**src/bre_pkg.sv**
```systemverilog
package bre_pkg;

    localparam int unsigned PROB_W     = 12;
    localparam int unsigned WORD_W     = 32;
    localparam int unsigned BYTE_W     = 8;
    localparam int unsigned MAX_BYTES  = 8;
    localparam int unsigned CNT_W      = 3;

    localparam int unsigned BRE_QUEUE_DEPTH = 2;

    localparam logic [WORD_W-1:0] LOW_RESET   = 32'h0000_0000;
    localparam logic [WORD_W-1:0] RANGE_RESET = 32'hFFFF_FFFF;

    localparam logic CMD_ENCODE = 1'b0;
    localparam logic CMD_FLUSH  = 1'b1;

    // Index of the final byte of a flush.
    localparam logic [CNT_W-1:0] FLUSH_LAST_IDX = 3'd3;
    // Index of the final byte a single item may emit.
    localparam logic [CNT_W-1:0] BURST_LAST_IDX = 3'(MAX_BYTES - 1);

    typedef struct packed {
        logic              flush;
        logic              bit_val;
        logic [PROB_W-1:0] prob;
    } t_job;

    typedef enum logic [1:0] {
        BK_IDLE,
        BK_UPDATE,
        BK_NORM,
        BK_FLUSH
    } t_back_state;

endpackage

```
**src/bre_in_if.sv**
```systemverilog
interface bre_in_if;
    logic                       valid;
    logic                       ready;
    logic                       cmd;
    logic                       bit_req;
    logic [bre_pkg::PROB_W-1:0] prob;

    modport source (output valid, output cmd, output bit_req, output prob, input ready);
    modport sink   (input valid, input cmd, input bit_req, input prob, output ready);
endinterface

```
**src/bre_out_if.sv**
```systemverilog
interface bre_out_if;
    logic                       valid;
    logic                       ready;
    logic [bre_pkg::BYTE_W-1:0] out_byte;
    logic                       last;

    modport source (output valid, output out_byte, output last, input ready);
    modport sink   (input valid, input out_byte, input last, output ready);
endinterface

```
**src/bre_queue.sv**
```systemverilog
module bre_queue #(
    parameter int unsigned DEPTH = bre_pkg::BRE_QUEUE_DEPTH
) (
    input  logic          i_clk,
    input  logic          i_rst_n,
    input  logic          i_push,
    input  bre_pkg::t_job i_job,
    output logic          o_full,
    input  logic          i_pop,
    output logic          o_valid,
    output bre_pkg::t_job o_job
);

    localparam int unsigned PTR_W = (DEPTH > 1) ? $clog2(DEPTH) : 1;
    localparam int unsigned CNT_W = $clog2(DEPTH + 1);
    localparam logic [PTR_W-1:0] LAST_PTR = PTR_W'(DEPTH - 1);
    localparam logic [CNT_W-1:0] FULL_CNT = CNT_W'(DEPTH);

    bre_pkg::t_job    r_mem [DEPTH];
    logic [PTR_W-1:0] r_wr_ptr, n_wr_ptr;
    logic [PTR_W-1:0] r_rd_ptr, n_rd_ptr;
    logic [CNT_W-1:0] r_count,  n_count;

    assign o_full  = (r_count == FULL_CNT);
    assign o_valid = (r_count != '0);
    assign o_job   = r_mem[r_rd_ptr];

    always_comb begin
        n_wr_ptr = r_wr_ptr;
        n_rd_ptr = r_rd_ptr;
        n_count  = r_count;
        if (i_push) begin
            n_wr_ptr = (r_wr_ptr == LAST_PTR) ? '0 : r_wr_ptr + 1'b1;
        end
        if (i_pop) begin
            n_rd_ptr = (r_rd_ptr == LAST_PTR) ? '0 : r_rd_ptr + 1'b1;
        end
        if (i_push && !i_pop) begin
            n_count = r_count + 1'b1;
        end else if (!i_push && i_pop) begin
            n_count = r_count - 1'b1;
        end
    end

    always_ff @(posedge i_clk) begin
        if (!i_rst_n) begin
            r_wr_ptr <= '0;
            r_rd_ptr <= '0;
            r_count  <= '0;
        end else begin
            r_wr_ptr <= n_wr_ptr;
            r_rd_ptr <= n_rd_ptr;
            r_count  <= n_count;
        end
    end

    always_ff @(posedge i_clk) begin
        if (i_push) begin
            r_mem[r_wr_ptr] <= i_job;
        end
    end

endmodule

```
**src/bre_front.sv**
```systemverilog
module bre_front (
    bre_in_if.sink        i_item,
    input  logic          i_full,
    output logic          o_push,
    output bre_pkg::t_job o_job
);

    assign i_item.ready = !i_full;
    assign o_push       = i_item.valid && !i_full;

    always_comb begin
        o_job.flush   = (i_item.cmd == bre_pkg::CMD_FLUSH);
        o_job.bit_val = i_item.bit_req;
        // A zero probability would collapse the interval, so it codes as the smallest one.
        o_job.prob    = (i_item.prob == '0) ? bre_pkg::PROB_W'(1) : i_item.prob;
    end

endmodule

```
**src/bre_back.sv**
```systemverilog
module bre_back (
    input  logic          i_clk,
    input  logic          i_rst_n,
    input  logic          i_q_valid,
    input  bre_pkg::t_job i_job,
    output logic          o_pop,
    bre_out_if.source     o_res
);

    localparam int unsigned W = bre_pkg::WORD_W;

    bre_pkg::t_back_state r_state, n_state;
    logic [W-1:0]                 r_low,   n_low;
    logic [W-1:0]                 r_range, n_range;
    logic [W-1:0]                 r_r1,    n_r1;
    logic                         r_bit,   n_bit;
    logic                         r_phase, n_phase;
    logic [bre_pkg::CNT_W-1:0]    r_cnt,   n_cnt;
    logic                         r_out_valid, n_out_valid;
    logic [bre_pkg::BYTE_W-1:0]   r_out_byte,  n_out_byte;
    logic                         r_out_last,  n_out_last;

    logic [W-1:0] w_prod;
    logic [W-1:0] w_r0;
    logic [W-1:0] w_sum;
    logic [W-1:0] w_diff;
    logic         w_out_free;
    logic         w_hit_top;
    logic         w_hit_bot;
    logic         w_more;

    assign w_prod = {{(W-20){1'b0}}, r_range[W-1:12]}
                  * {{(W-bre_pkg::PROB_W){1'b0}}, i_job.prob};
    assign w_r0   = r_range - r_r1;
    assign w_sum  = r_low + r_range;
    assign w_diff = r_low ^ w_sum;

    // Top byte of low is settled once low and low + range agree in it.
    assign w_hit_top  = !r_phase && (w_diff[31:24] == '0);
    assign w_hit_bot  = (r_range[31:16] == '0);
    assign w_out_free = !r_out_valid || o_res.ready;

    assign o_res.valid    = r_out_valid;
    assign o_res.out_byte = r_out_byte;
    assign o_res.last     = r_out_last;

    always_comb begin
        n_state     = r_state;
        n_low       = r_low;
        n_range     = r_range;
        n_r1        = r_r1;
        n_bit       = r_bit;
        n_phase     = r_phase;
        n_cnt       = r_cnt;
        n_out_valid = r_out_valid && !o_res.ready;
        n_out_byte  = r_out_byte;
        n_out_last  = r_out_last;
        o_pop       = 1'b0;
        w_more      = 1'b0;

        case (r_state)
            bre_pkg::BK_IDLE: begin
                if (i_q_valid) begin
                    o_pop = 1'b1;
                    n_cnt = '0;
                    if (i_job.flush) begin
                        n_state = bre_pkg::BK_FLUSH;
                    end else begin
                        n_r1    = w_prod;
                        n_bit   = i_job.bit_val;
                        n_state = bre_pkg::BK_UPDATE;
                    end
                end
            end
            bre_pkg::BK_UPDATE: begin
                if (r_bit) begin
                    n_low   = r_low + w_r0;
                    n_range = r_r1;
                end else begin
                    n_range = w_r0;
                end
                n_phase = 1'b0;
                n_state = bre_pkg::BK_NORM;
            end
            bre_pkg::BK_NORM: begin
                if (!w_hit_top && !w_hit_bot) begin
                    n_state = bre_pkg::BK_IDLE;
                end else if (w_out_free) begin
                    // Look one step ahead so the final byte carries its last flag.
                    n_low = {r_low[W-9:0], 8'h00};
                    if (w_hit_top) begin
                        n_range = {r_range[W-9:0], 8'h00};
                        w_more  = (w_diff[23:16] == '0) || (r_range[23:8] == '0);
                    end else begin
                        n_range = {~r_low[W-9:0], 8'h00};
                        n_phase = 1'b1;
                        w_more  = ((~r_low[23:8]) == '0);
                    end
                    w_more      = w_more && (r_cnt != bre_pkg::BURST_LAST_IDX);
                    n_out_valid = 1'b1;
                    n_out_byte  = r_low[31:24];
                    n_out_last  = !w_more;
                    n_cnt       = r_cnt + 1'b1;
                    if (!w_more) begin
                        n_state = bre_pkg::BK_IDLE;
                    end
                end
            end
            bre_pkg::BK_FLUSH: begin
                if (w_out_free) begin
                    n_out_valid = 1'b1;
                    n_out_byte  = r_low[31:24];
                    n_out_last  = (r_cnt == bre_pkg::FLUSH_LAST_IDX);
                    n_low       = {r_low[W-9:0], 8'h00};
                    n_cnt       = r_cnt + 1'b1;
                    if (r_cnt == bre_pkg::FLUSH_LAST_IDX) begin
                        n_low   = bre_pkg::LOW_RESET;
                        n_range = bre_pkg::RANGE_RESET;
                        n_state = bre_pkg::BK_IDLE;
                    end
                end
            end
            default: begin
                n_state = bre_pkg::BK_IDLE;
            end
        endcase
    end

    always_ff @(posedge i_clk) begin
        if (!i_rst_n) begin
            r_state     <= bre_pkg::BK_IDLE;
            r_low       <= bre_pkg::LOW_RESET;
            r_range     <= bre_pkg::RANGE_RESET;
            r_out_valid <= 1'b0;
            r_phase     <= 1'b0;
            r_cnt       <= '0;
        end else begin
            r_state     <= n_state;
            r_low       <= n_low;
            r_range     <= n_range;
            r_out_valid <= n_out_valid;
            r_phase     <= n_phase;
            r_cnt       <= n_cnt;
        end
    end

    always_ff @(posedge i_clk) begin
        r_r1       <= n_r1;
        r_bit      <= n_bit;
        r_out_byte <= n_out_byte;
        r_out_last <= n_out_last;
    end

endmodule

```
**src/binary_range_encoder.sv**
```systemverilog
// An encode word is taken from the queue together with the multiply, then goes through the interval
// update and a normalization loop that emits one byte per cycle while the output is not stalled.
// A flush emits the four bytes of low, one per cycle while the output is not stalled. The coder
// takes the next word only once it is done with the last. A small queue buffers input words.
// Reset (synchronous, active low) empties the queue, drops any pending byte and sets
// low to zero and range to all ones.
module binary_range_encoder #(
    parameter int unsigned QUEUE_DEPTH = bre_pkg::BRE_QUEUE_DEPTH
) (
    input  logic      i_clk,
    input  logic      i_rst_n,
    bre_in_if.sink    i_item,
    bre_out_if.source o_res
);

    logic          w_full;
    logic          w_push;
    logic          w_pop;
    logic          w_q_valid;
    bre_pkg::t_job w_in_job;
    bre_pkg::t_job w_head_job;

    bre_front u_front (
        .i_item (i_item),
        .i_full (w_full),
        .o_push (w_push),
        .o_job  (w_in_job)
    );

    bre_queue #(
        .DEPTH (QUEUE_DEPTH)
    ) u_queue (
        .i_clk   (i_clk),
        .i_rst_n (i_rst_n),
        .i_push  (w_push),
        .i_job   (w_in_job),
        .o_full  (w_full),
        .i_pop   (w_pop),
        .o_valid (w_q_valid),
        .o_job   (w_head_job)
    );

    bre_back u_back (
        .i_clk     (i_clk),
        .i_rst_n   (i_rst_n),
        .i_q_valid (w_q_valid),
        .i_job     (w_head_job),
        .o_pop     (w_pop),
        .o_res     (o_res)
    );

endmodule

```
**src/flat_wrapper.sv**
```systemverilog
// flat-port wrapper written by rule: the top's interface ports become plain ports
module binary_range_encoder_flat 
#(
    parameter int unsigned QUEUE_DEPTH = bre_pkg::BRE_QUEUE_DEPTH
)
  (i_clk, i_rst_n, i_item_valid, i_item_cmd, i_item_bit_req, i_item_prob, i_item_ready, o_res_valid, o_res_out_byte, o_res_last, o_res_ready);
  bre_in_if i_item_i ();
  bre_out_if o_res_i ();
  input  logic i_clk;
  input  logic i_rst_n;
  input wire logic [$bits(i_item_i.valid)-1:0] i_item_valid;
  input wire logic [$bits(i_item_i.cmd)-1:0] i_item_cmd;
  input wire logic [$bits(i_item_i.bit_req)-1:0] i_item_bit_req;
  input wire logic [$bits(i_item_i.prob)-1:0] i_item_prob;
  output wire logic [$bits(i_item_i.ready)-1:0] i_item_ready;
  output wire logic [$bits(o_res_i.valid)-1:0] o_res_valid;
  output wire logic [$bits(o_res_i.out_byte)-1:0] o_res_out_byte;
  output wire logic [$bits(o_res_i.last)-1:0] o_res_last;
  input wire logic [$bits(o_res_i.ready)-1:0] o_res_ready;
  assign i_item_i.valid = i_item_valid;
  assign i_item_i.cmd = i_item_cmd;
  assign i_item_i.bit_req = i_item_bit_req;
  assign i_item_i.prob = i_item_prob;
  assign i_item_ready = i_item_i.ready;
  assign o_res_valid = o_res_i.valid;
  assign o_res_out_byte = o_res_i.out_byte;
  assign o_res_last = o_res_i.last;
  assign o_res_i.ready = o_res_ready;
  binary_range_encoder #(.QUEUE_DEPTH(QUEUE_DEPTH)) u_core (.i_clk(i_clk), .i_rst_n(i_rst_n), .i_item(i_item_i), .o_res(o_res_i));
endmodule
```
**config.mk**
```make
export PLATFORM = sky130hd
export DESIGN_NAME = binary_range_encoder_flat
export DESIGN_NICKNAME = d
export VERILOG_FILES = /design/src/bre_pkg.sv /design/src/bre_in_if.sv /design/src/bre_out_if.sv /design/src/bre_queue.sv /design/src/bre_front.sv /design/src/bre_back.sv /design/src/binary_range_encoder.sv /design/src/flat_wrapper.sv
export SDC_FILE = /design/constraint.sdc
export NUM_CORES = 1
export LEC_CHECK = 0
export ABC_CLOCK_PERIOD_IN_PS = 6700
export BUFFER_PORTS_ARGS = -buffer_cell sky130_fd_sc_hd__buf_2
export CORE_AREA = 3 3 188 264
export CTS_CLUSTER_DIAMETER = 200
export DETAILED_ROUTE_END_ITERATION = 16
export DIE_AREA = 0 0 191 267
export MAX_ROUTING_LAYER = met4
export SLEW_MARGIN = 20
export SYNTH_ARGS = -nofsm -noshare
export SYNTH_HDL_FRONTEND = slang
export SYNTH_SLANG_ARGS = --single-unit
```
**constraint.sdc**
```tcl
create_clock -name i_clk -period 6.7 [get_ports i_clk]
set_input_delay 1.675 -clock i_clk [delete_from_list [all_inputs] [get_ports i_clk]]
set_output_delay 1.675 -clock i_clk [all_outputs]
set_load 0.02 [all_outputs]
```
==> results.py, run 1 <==
metrics = {
    "logic_synthesis": {
        "synth.cell_area_sq_um": 18900,
        "mean_instance_size_in_the_synthesized_netlist_sq_um": 8.43,
        "syn_inst": 2247,
        "yosys.cell_types.count": 85,
        "synth_top_cells_by_area": "fa_1 (19%), edfxtp_1 (11%), ha_1 (11%)",
        "synth.yosys.seq_area_share": 0.191,
        "synth.yosys.warnings": 0,
        "number_of_flops_mapped_to_enable_cells_by_yosys": 70,
        "synth.largest_area_cell": "fa_1",
        "ys.flop_type": "dfxtp_1",
        "syn_nets": 2613,
        "number_of_synthesized_register_bits": 146,
        "synthDominantCellAreaShare": 0.192,
        "asyncSetResetFlopFracSynth": 0,
    },
    "setup_path": {
        "path_class": "flop to flop",
        "critPathMaxStageDelay_ps": 540,
        "arrival_ps": 6600,
        "crit_end_category": "flop",
        "crit_top_cell": "fa_1",
        "crit_path_max_fanout": 11,
        "critical_path.startpoint_type": "flop",
        "critPathRequiredTime_ps": 6910,
        "crit_chain": "mux2_2 -> nand2_1 -> fa_1 -> fa_1 -> fa_1 -> inv_1 -> fa_1 -> inv_1 -> fa_1 -> inv_1 -> ha_1 -> nor2_1 -> a21oi_1 -> and3_1 -> nor2_1 -> a2111oi_1 -> buf_4 -> nor3_1 -> buf_4 -> o31ai_2 -> a211o_1 -> a21oi_1 -> xor2_1",
        "timing.reg2reg.setup_slack_ps": 310,
        "crit_slowest_cell": "fa_1",
    },
    "cells_and_area": {
        "register_area_sq_um": 3620,
        "final.fill_count": 4721,
        "layout.cell_area.non_filler_sq_um": 20400,
        "most_common_cell_after_layout_fill_and_taps_aside": "nand2_1",
        "total_area_of_multi_input_combinational_cells_sq_um": 13800,
        "antenna_cells": 0,
        "ratio_of_cells_with_drive_above_1_in_the_final_layout": 0.0724,
        "fin_nets": 2605,
        "final_cell_mix": "nand2_1 (297), inv_1 (282), fa_1 (182)",
        "synthToLayoutAreaGrowth_pct": 7.95,
    },
    "run": {
        "drv_cap": 0,
    },
    "clock_tree": {
        "cts_hold_buffers": 0,
        "postCtsSetupRepairBufs": 0,
        "htree_levels": 4,
        "cts_tree": "built",
        "clk_latency_ps": 470,
        "ctsResizeCount": 0,
        "clock_sink_count": 146,
        "worst_setup_hold_path_clk_slew_ps": 70,
        "clockBufferDepth": 2,
        "cts_root_buffer": "clkbuf_16",
        "inserted_clock_buffers": 17,
    },
    "timing": {
        "relSlewSlack": 0.243,
        "period_minus_slack_ps": 6390,
        "hold_violations": 0,
        "final_min_period_over_clock_period": 0.954,
        "rsz0062_at_grt": "false",
        "setup_viol": 0,
        "slew_viol_final": 0,
        "finClkSkew_ps": 18.6,
        "final.setup.tns_ps": 0,
        "worst_pin_slew_ps": 1120,
        "max_freq_mhz": 157,
    },
    "die": {
        "num_io_pins": 29,
        "placementRows": 95,
        "floorplan.initialDensity": 0.397,
        "coreArea_sq_um": 47700,
        "floorplan.die.width_microns": 191,
        "dieHeight_microns": 267,
        "die_ar_sq_um": 51000,
    },
    "drt": {
        "detailroute.via_count": 16100,
        "avgRoutedWirePerCell_microns": 19.7,
        "route.antenna.remaining_nets": 0,
        "detailroute.wirelength.met2_microns": 29700,
        "detail_route.wirelength.met1_microns": 22300,
        "viasPerCell": 5.59,
        "drtPass1Iterations": 5,
        "drc": 0,
        "routed.top_layer": "met4",
        "dr.first_iter.drc_count": 984,
        "routed-wl-met3_microns": 1970,
        "totalWireLength_microns": 56900,
    },
    "grt": {
        "grt_antenna_before_repair": 0,
        "grt_first_pass_wirelength_microns": 89700,
        "grt_max_degree": 51,
        "global_route.overflow_total": 0,
        "grt_pass1_vias": 16800,
        "track_usage": 0.233,
    },
    "placed_design": {
        "gp_congestion": 0.929,
        "placed_area_sq_um": 19800,
        "io_buffers": 28,
        "dpl.hpwl_microns": 45900,
    },
    "hold_path": {
        "worstHoldPathType": "flop to flop",
    },
    "outcome": {
        "status": "finished clean",
    },
}
-- stage by stage --
step	cells	hold slack, ps	utilization	setup slack (ps)
CTS	2882	498	0.429	31.6
floorplan	2247	450	-	368
detailed placement	2850	488	0.416	37.8
global route	2882	528	0.429	26.9
finish	2882	494	0.429	311
global placement	2850	459	0.416	185
-- cells in the mapped netlist (5+ instances only) --
master,n
nand2_1,297
inv_1,283
fa_1,182
ha_1,166
a21oi_1,153
nor2_1,131
and2_1,79
clkbuf_1,79
dfxtp_1,76
o21ai_0,74
edfxtp_1,70
xnor2_1,66
nor3_1,50
a21o_1,39
a211oi_1,38
nand3_1,37
xor2_1,34
mux2i_1,33
o211ai_1,26
nand2b_1,21
nor2b_1,20
mux2_2,19
and3_1,16
nand4_1,16
nor4_1,16
buf_2,15
o21a_1,15
a221oi_1,13
o21bai_1,13
o31ai_1,13
a31oi_1,12
a211o_1,8
buf_1,8
or3_1,8
a21boi_0,7
a221o_1,7
a22o_1,7
o21ai_1,6
o22ai_1,6
a311oi_1,5
nor3b_1,5
-- state kept, by name, summed over array words and instances, names as in the netlist, 2 cells and up, named ones only --
name	cells
u_core.u_queue.r_mem	28
u_core.u_back.r_range	32
u_core.u_back.r_r1	32
u_core.u_queue.r_count	2
u_core.u_back.r_state	2
u_core.u_back.o_res.out_byte	8
u_core.u_back.r_low	32
u_core.u_back.r_cnt	3
-- cell type report --
cell class / instances / area share
Clock inverter: 14 / 0.00851
Clock buffer: 18 / 0.0210
Timing Repair Buffer: 81 / 0.0263
Multi-Input combinational cell: 1709 / 0.676
Tap cell: 630 / 0.0386
Sequential cell: 146 / 0.177
Inverter: 284 / 0.0522
-- final timing paths --
path | depth (start not counted) | end | startpoint
worst max-delay path | 23 | u_core.u_back.r_r1[31] | flop
worst min register to register | 2 | u_core.u_back.r_cnt[0] | u_core.u_back.r_cnt[0]
worst max register to register | 23 | u_core.u_back.r_r1[31] | flop
worst min-delay path | 2 | u_core.u_back.r_cnt[0] | u_core.u_back.r_cnt[0]
-- per-layer routing --
metal | vias up | global-route usage
li1 | 7629 | -
met1 | 7905 | 0.258
met2 | 439 | 0.417
met3 | 144 | 0.0223
met4 | 0 | 0.116
met5 | - | -
-- kinds of logic after synthesis --
| logic type | count (synthesis) | share of synthesized area |
|---|---|---|
| AND/OR/NAND/NOR | 718 | 0.178 |
| AO/OA/AOI/OAI | 491 | 0.173 |
| buffers and inverters | 392 | 0.0803 |
| adder cells (fa/ha/maj) | 348 | 0.302 |
| flip-flops | 146 | 0.191 |
| XOR/XNOR | 100 | 0.0463 |
| multiplexers | 52 | 0.0287 |
-- worst max-delay path, delay by kind of cell, from the launching register on --
kind / cells / cell delay (ps)
multiplexers: 1 / 500
AO/OA/AOI/OAI: 5 / 1230
buffers and inverters: 5 / 500
XOR/XNOR: 1 / 140
adder cells (fa/ha/maj): 6 / 2760
AND/OR/NAND/NOR: 5 / 570
flip-flops: 1 / 450
Power of run 1 is not shown: default switching activity piles up to over one toggle a cycle in this logic, so the estimate is an artifact.
==> inputs of run 2 (changes only) <==
--- a/config.mk
+++ b/config.mk
@@ -5,12 +5,12 @@
 export SDC_FILE = /design/constraint.sdc
 export NUM_CORES = 1
 export LEC_CHECK = 0
-export ABC_CLOCK_PERIOD_IN_PS = 6700
+export ABC_CLOCK_PERIOD_IN_PS = 7260
 export BUFFER_PORTS_ARGS = -buffer_cell sky130_fd_sc_hd__buf_2
-export CORE_AREA = 3 3 188 264
+export CORE_AREA = 2 2 187 263
 export CTS_CLUSTER_DIAMETER = 200
 export DETAILED_ROUTE_END_ITERATION = 16
-export DIE_AREA = 0 0 191 267
+export DIE_AREA = 0 0 189 265
 export MAX_ROUTING_LAYER = met4
 export SLEW_MARGIN = 20
 export SYNTH_ARGS = -nofsm -noshare
==> constraint.sdc (replaced) <==
create_clock -name i_clk -period 7.26 [get_ports i_clk]
set_input_delay 1.815 -clock i_clk [delete_from_list [all_inputs] [get_ports i_clk]]
set_output_delay 1.815 -clock i_clk [all_outputs]
set_load 0.02 [all_outputs]
==> run 2 against run 1 <==
Compared with the run above: routed wire length decreased by 2.1%; critical path depth decreased by 1; first-iteration DRC count decreased by 3.3%; cell count decreased by 0.56%; fmax decreased by 6.2%; non-clock buffer count decreased by 16; die area is 1.8% lower; sequential share of layout area rose by 0.13 points; utilization fell by 0.32 points; flip-flop and latch count unchanged; hold slack got worse by 8.7 ps; clock skew shrank 3.5 ps; critical path type unchanged; critical endpoint unchanged; largest cell class unchanged.
==> results.py, run 2 (same netlist as run 1, synthesis figures left out) <==
metrics = {
    "outcome": {
        "status": "finished clean",
    },
    "setup_path": {
        "crit_path_max_fanout": 20,
        "critPathRequiredTime_ps": 7470,
        "reg2reg_depth": 22,
        "crit_chain": "mux2_2 -> nand2_1 -> fa_1 -> fa_1 -> inv_1 -> fa_1 -> fa_1 -> inv_1 -> fa_1 -> inv_1 -> ha_1 -> o21ai_0 -> a21oi_1 -> and3_1 -> nor2_1 -> a2111oi_0 -> buf_4 -> nor3_1 -> o31ai_1 -> a211o_1 -> a21oi_1 -> xor2_1",
        "arrival_ps": 7020,
        "crit_top_cell": "fa_1",
        "critical_path.startpoint_type": "flop",
        "crit_end_category": "flop",
        "crit_slowest_cell": "o31ai_1",
        "path_class": "flop to flop",
        "critPathMaxStageDelay_ps": 580,
    },
    "timing": {
        "max_freq_mhz": 147,
        "worst_pin_slew_ps": 1000,
        "slew_viol_final": 0,
        "period_minus_slack_ps": 6810,
        "relSlewSlack": 0.332,
        "hold_violations": 0,
        "final.setup.tns_ps": 0,
        "finClkSkew_ps": 15.1,
        "rsz0062_at_grt": "false",
        "final_min_period_over_clock_period": 0.938,
        "setup_viol": 0,
    },
    "drt": {
        "drc": 0,
        "totalWireLength_microns": 55600,
        "dr.first_iter.drc_count": 952,
        "viasPerCell": 5.53,
        "avgRoutedWirePerCell_microns": 19.4,
        "drtPass1Iterations": 7,
        "route.antenna.remaining_nets": 0,
        "detailroute.via_count": 15900,
    },
    "die": {
        "num_io_pins": 29,
        "die_ar_sq_um": 50100,
        "floorplan.initialDensity": 0.397,
        "coreArea_sq_um": 47700,
        "dieHeight_microns": 265,
        "placementRows": 95,
        "floorplan.die.width_microns": 189,
    },
    "grt": {
        "grt_pass1_vias": 16700,
        "grt_first_pass_wirelength_microns": 89100,
        "grt_antenna_before_repair": 0,
        "track_usage": 0.235,
        "global_route.overflow_total": 0,
        "grt_max_degree": 50,
    },
    "clock_tree": {
        "cts_tree": "built",
        "clk_latency_ps": 470,
        "ctsResizeCount": 0,
        "clockBufferDepth": 2,
        "clock_sink_count": 146,
        "htree_levels": 4,
        "inserted_clock_buffers": 17,
        "postCtsSetupRepairBufs": 0,
        "cts_root_buffer": "clkbuf_16",
        "cts_hold_buffers": 0,
        "worst_setup_hold_path_clk_slew_ps": 70,
    },
    "cells_and_area": {
        "final.fill_count": 4765,
        "total_area_of_multi_input_combinational_cells_sq_um": 13800,
        "ratio_of_cells_with_drive_above_1_in_the_final_layout": 0.0648,
        "fin_util": 0.426,
        "register_area_sq_um": 3620,
        "reg.largest.list": "u_core.u_back.r_low (32), u_core.u_back.r_r1 (32), u_core.u_back.r_range (32)",
        "antenna_cells": 0,
        "most_common_cell_after_layout_fill_and_taps_aside": "nand2_1",
        "final_cell_mix": "nand2_1 (297), inv_1 (282), fa_1 (182)",
        "synthToLayoutAreaGrowth_pct": 7.14,
        "fin_nets": 2589,
        "layout.cell_area.non_filler_sq_um": 20300,
    },
    "placed_design": {
        "placed_area_sq_um": 19700,
        "gp_congestion": 0.932,
        "dpl.hpwl_microns": 44600,
        "io_buffers": 28,
    },
    "hold_path": {
        "worstHoldPathType": "flop to flop",
        "timing.hold.worst_path_depth": 2,
    },
    "run": {
        "drv_cap": 0,
    },
}
## run 2: cell type report
type / instances / area share
flip-flops and latches: 146 / 0.179
well taps: 630 / 0.0389
clock inverters: 14 / 0.00648
repair buffers: 65 / 0.0206
inverters: 284 / 0.0525
clock buffers: 18 / 0.0222
multi-input cells: 1709 / 0.681
## run 2: worst paths after layout
check	startpoint	end	slack [ps]
max	flop	u_core.u_back.r_r1[31]	450
min	u_core.u_back.r_cnt[1]	u_core.u_back.r_cnt[1]	490
max reg2reg	flop	u_core.u_back.r_r1[31]	450
min reg2reg	u_core.u_back.r_cnt[1]	u_core.u_back.r_cnt[1]	490
## run 2: worst max-delay path: cells and delay by family (launching register included)
kind,cells,cell delay [ps]
xor gates and xnor gates,1,140
AOI/OAI and AO/OA,6,1670
adders and majority gates,6,2700
and+or+nand+nor,4,520
buffers and inverters,4,410
muxes,1,560
DFF,1,530
## run 2: layer usage
metal / vias to the layer above / global-route usage / wire (microns)
met1: 7747 / 0.252 / 21600
met3: 147 / 0.0229 / 1900
met5: - / - / 0
li1: 7588 / - / -
met2: 381 / 0.427 / 29500
met4: 0 / 0.121 / 2660
## run 2: through the flow
step	std cells	hold WS [ps]	setup slack (ps)
2_1_floorplan	2247	450	928
3_3_place_gp	2834	459	479
3_5_place_dp	2834	482	474
4_1_cts	2866	492	467
5_1_grt	2866	546	37.1
6_report	2866	486	449
Power of run 2 is left out for the same reason.
==> inputs of run 3 (changes only) <==
--- a/config.mk
+++ b/config.mk
@@ -6,7 +6,7 @@
 export NUM_CORES = 1
 export LEC_CHECK = 0
 export ABC_CLOCK_PERIOD_IN_PS = 7260
-export BUFFER_PORTS_ARGS = -buffer_cell sky130_fd_sc_hd__buf_2
+export BUFFER_PORTS_ARGS = -buffer_cell sky130_fd_sc_hd__buf_4
 export CORE_AREA = 2 2 187 263
 export CTS_CLUSTER_DIAMETER = 200
 export DETAILED_ROUTE_END_ITERATION = 16
==> constraint.sdc (replaced) <==
create_clock -name i_clk -period 7.26 [get_ports i_clk]
set_input_delay 0.726 -clock i_clk [delete_from_list [all_inputs] [get_ports i_clk]]
set_output_delay 0.726 -clock i_clk [all_outputs]
set_load 0.02 [all_outputs]
==> run 3 against run 2 <==
Compared with the run above: setup slack improved by 24 ps; clock skew increased by 5.2 ps; cell count about the same; die area unchanged; non-clock buffer count increased by 1; first-iteration DRC count decreased by 5.3%; routed wire length decreased by 1.2%; critical path depth decreased by 2; utilization increased by 0.22 points; sequential share of layout area decreased by 0.092 points; clock-buffer cell count decreased by 1; final area increased by 0.52%.
==> results.py, run 3 (same netlist as run 1, synthesis figures left out) <==
metrics = {
    "outcome": {
        "status": "finished clean",
    },
    "setup_path": {
        "crit_slowest_cell": "dfxtp_1",
        "arrival_ps": 6990,
        "r2r-end": "u_core.u_back.r_r1[31]",
        "timing.reg2reg.setup_slack_ps": 470,
        "crit_path_max_fanout": 20,
        "critical_path.startpoint_type": "flop",
        "crit_top_cell": "fa_1",
        "critPathMaxStageDelay_ps": 610,
        "critPathRequiredTime_ps": 7460,
        "path_class": "flop to flop",
        "crit_chain": "buf_4 -> mux2_2 -> and2_1 -> fa_1 -> fa_1 -> fa_1 -> fa_1 -> inv_1 -> fa_1 -> inv_1 -> ha_1 -> and3_1 -> and3_1 -> nor2_1 -> a2111oi_0 -> nor3_1 -> o31ai_2 -> a211o_1 -> a21oi_1 -> xor2_1",
        "crit_end_category": "flop",
        "reg2reg_depth": 20,
    },
    "clock_tree": {
        "cts_tree": "built",
        "clk_latency_ps": 460,
        "clockBufferDepth": 2,
        "cts_hold_buffers": 0,
        "cts_root_buffer": "clkbuf_16",
        "htree_levels": 4,
        "inserted_clock_buffers": 17,
        "worst_setup_hold_path_clk_slew_ps": 80,
        "clock_sink_count": 146,
    },
    "drt": {
        "dr.first_iter.drc_count": 902,
        "totalWireLength_microns": 55000,
        "route.antenna.remaining_nets": 0,
        "routed.top_layer": "met4",
        "drc": 0,
        "detail_route.wirelength.met1_microns": 21600,
        "avgRoutedWirePerCell_microns": 19.2,
        "routed-wl-met3_microns": 1890,
        "drtPass1Iterations": 5,
        "detailroute.wirelength.met2_microns": 29000,
        "viasPerCell": 5.56,
        "detailroute.via_count": 15900,
    },
    "timing": {
        "final_min_period_over_clock_period": 0.935,
        "relSlewSlack": 0.243,
        "setup_viol": 0,
        "max_freq_mhz": 147,
        "period_minus_slack_ps": 6790,
        "finClkSkew_ps": 20.2,
        "worst_pin_slew_ps": 1120,
        "slew_viol_final": 0,
        "rsz0062_at_grt": "false",
        "final.setup.tns_ps": 0,
        "hold_violations": 0,
    },
    "hold_path": {
        "timing.hold.worst_path_depth": 1,
        "timing.hold.worst_endpoint": "u_core.u_queue.r_mem[1][12]",
        "hold_path_startpoint": "i_item_bit_req",
        "worstHoldPathType": "primary input to flop",
    },
    "die": {
        "placementRows": 95,
        "num_io_pins": 29,
        "dieHeight_microns": 265,
        "floorplan.initialDensity": 0.397,
        "coreArea_sq_um": 47700,
        "floorplan.die.width_microns": 189,
        "die_ar_sq_um": 50100,
    },
    "placed_design": {
        "dpl.hpwl_microns": 44300,
        "gp_congestion": 0.936,
        "io_buffers": 28,
    },
    "cells_and_area": {
        "reg.largest.list": "u_core.u_back.r_low (32), u_core.u_back.r_r1 (32), u_core.u_back.r_range (32)",
        "ratio_of_cells_with_drive_above_1_in_the_final_layout": 0.0662,
        "final_cell_mix": "nand2_1 (297), inv_1 (282), fa_1 (182)",
        "fin_nets": 2590,
        "most_common_cell_after_layout_fill_and_taps_aside": "nand2_1",
        "antenna_cells": 0,
        "final.fill_count": 4671,
        "synthToLayoutAreaGrowth_pct": 7.70,
    },
    "grt": {
        "grt_max_degree": 57,
        "grt_pass1_vias": 16600,
        "global_route.overflow_total": 0,
        "track_usage": 0.228,
        "grt_first_pass_wirelength_microns": 86900,
        "grt_antenna_before_repair": 0,
    },
    "run": {
        "drv_cap": 0,
    },
}
run 3: layout make-up:
type,instances,area (sq um),share of cell area
Clock buffer,17,425,0.0209
Clock inverter,15,179,0.00877
Inverter,284,1070,0.0523
Multi-Input combinational cell,1709,13800,0.677
Sequential cell,146,3620,0.178
Tap cell,630,788,0.0387
Timing Repair Buffer,66,495,0.0243
run 3: metal layers:
metal | track usage | up-vias
met1 | 0.242 | 7816
li1 | - | 7590
met5 | - | -
met2 | 0.421 | 404
met3 | 0.0214 | 137
met4 | 0.113 | 0
run 3: worst max-delay path by stage:
stage          from                      to  slack [ps]  depth (start not counted)
6_report       flop  u_core.u_back.r_r1[31]         470                         20
5_1_grt        flop  u_core.u_back.r_r1[31]          70                         21
4_1_cts        flop  u_core.u_back.r_r1[31]         340                         20
3_5_place_dp   flop  u_core.u_back.r_r1[31]         350                         20
3_3_place_gp   flop  u_core.u_back.r_r1[31]         450                         20
2_1_floorplan  flop  u_core.u_back.r_r1[31]         930                         23
run 3: timing repair:
action	in CTS	in global routing
setup buffers	0	0
resized for setup	0	1
hold endpoints to repair	0	0
setup endpoints to repair	0	2
run 3: metrics by stage:
step                      area [sq um]  setup slack (ps)  utilization  cells  hold WS [ps]
after global placement           19800               455        0.415   2835           459
after global routing             20400              67.6        0.428   2867           446
after floorplan                  18900               928            -   2247           450
after CTS                        20400               339        0.428   2867           437
after detailed placement         19800               351        0.415   2835           484
final                            20400               473        0.428   2867           455
run 3: worst max-delay path, delay by kind of cell (launching register included):
family                   cells  cell delay (ps)
buffers and inverters        3              310
multiplexers                 1              490
AND/OR/NAND/NOR              5              920
XOR/XNOR                     1              140
flip-flops                   1              610
AO/OA/AOI/OAI                4             1290
adder cells (fa/ha/maj)      6             2760
Power of run 3 is left out for the same reason.
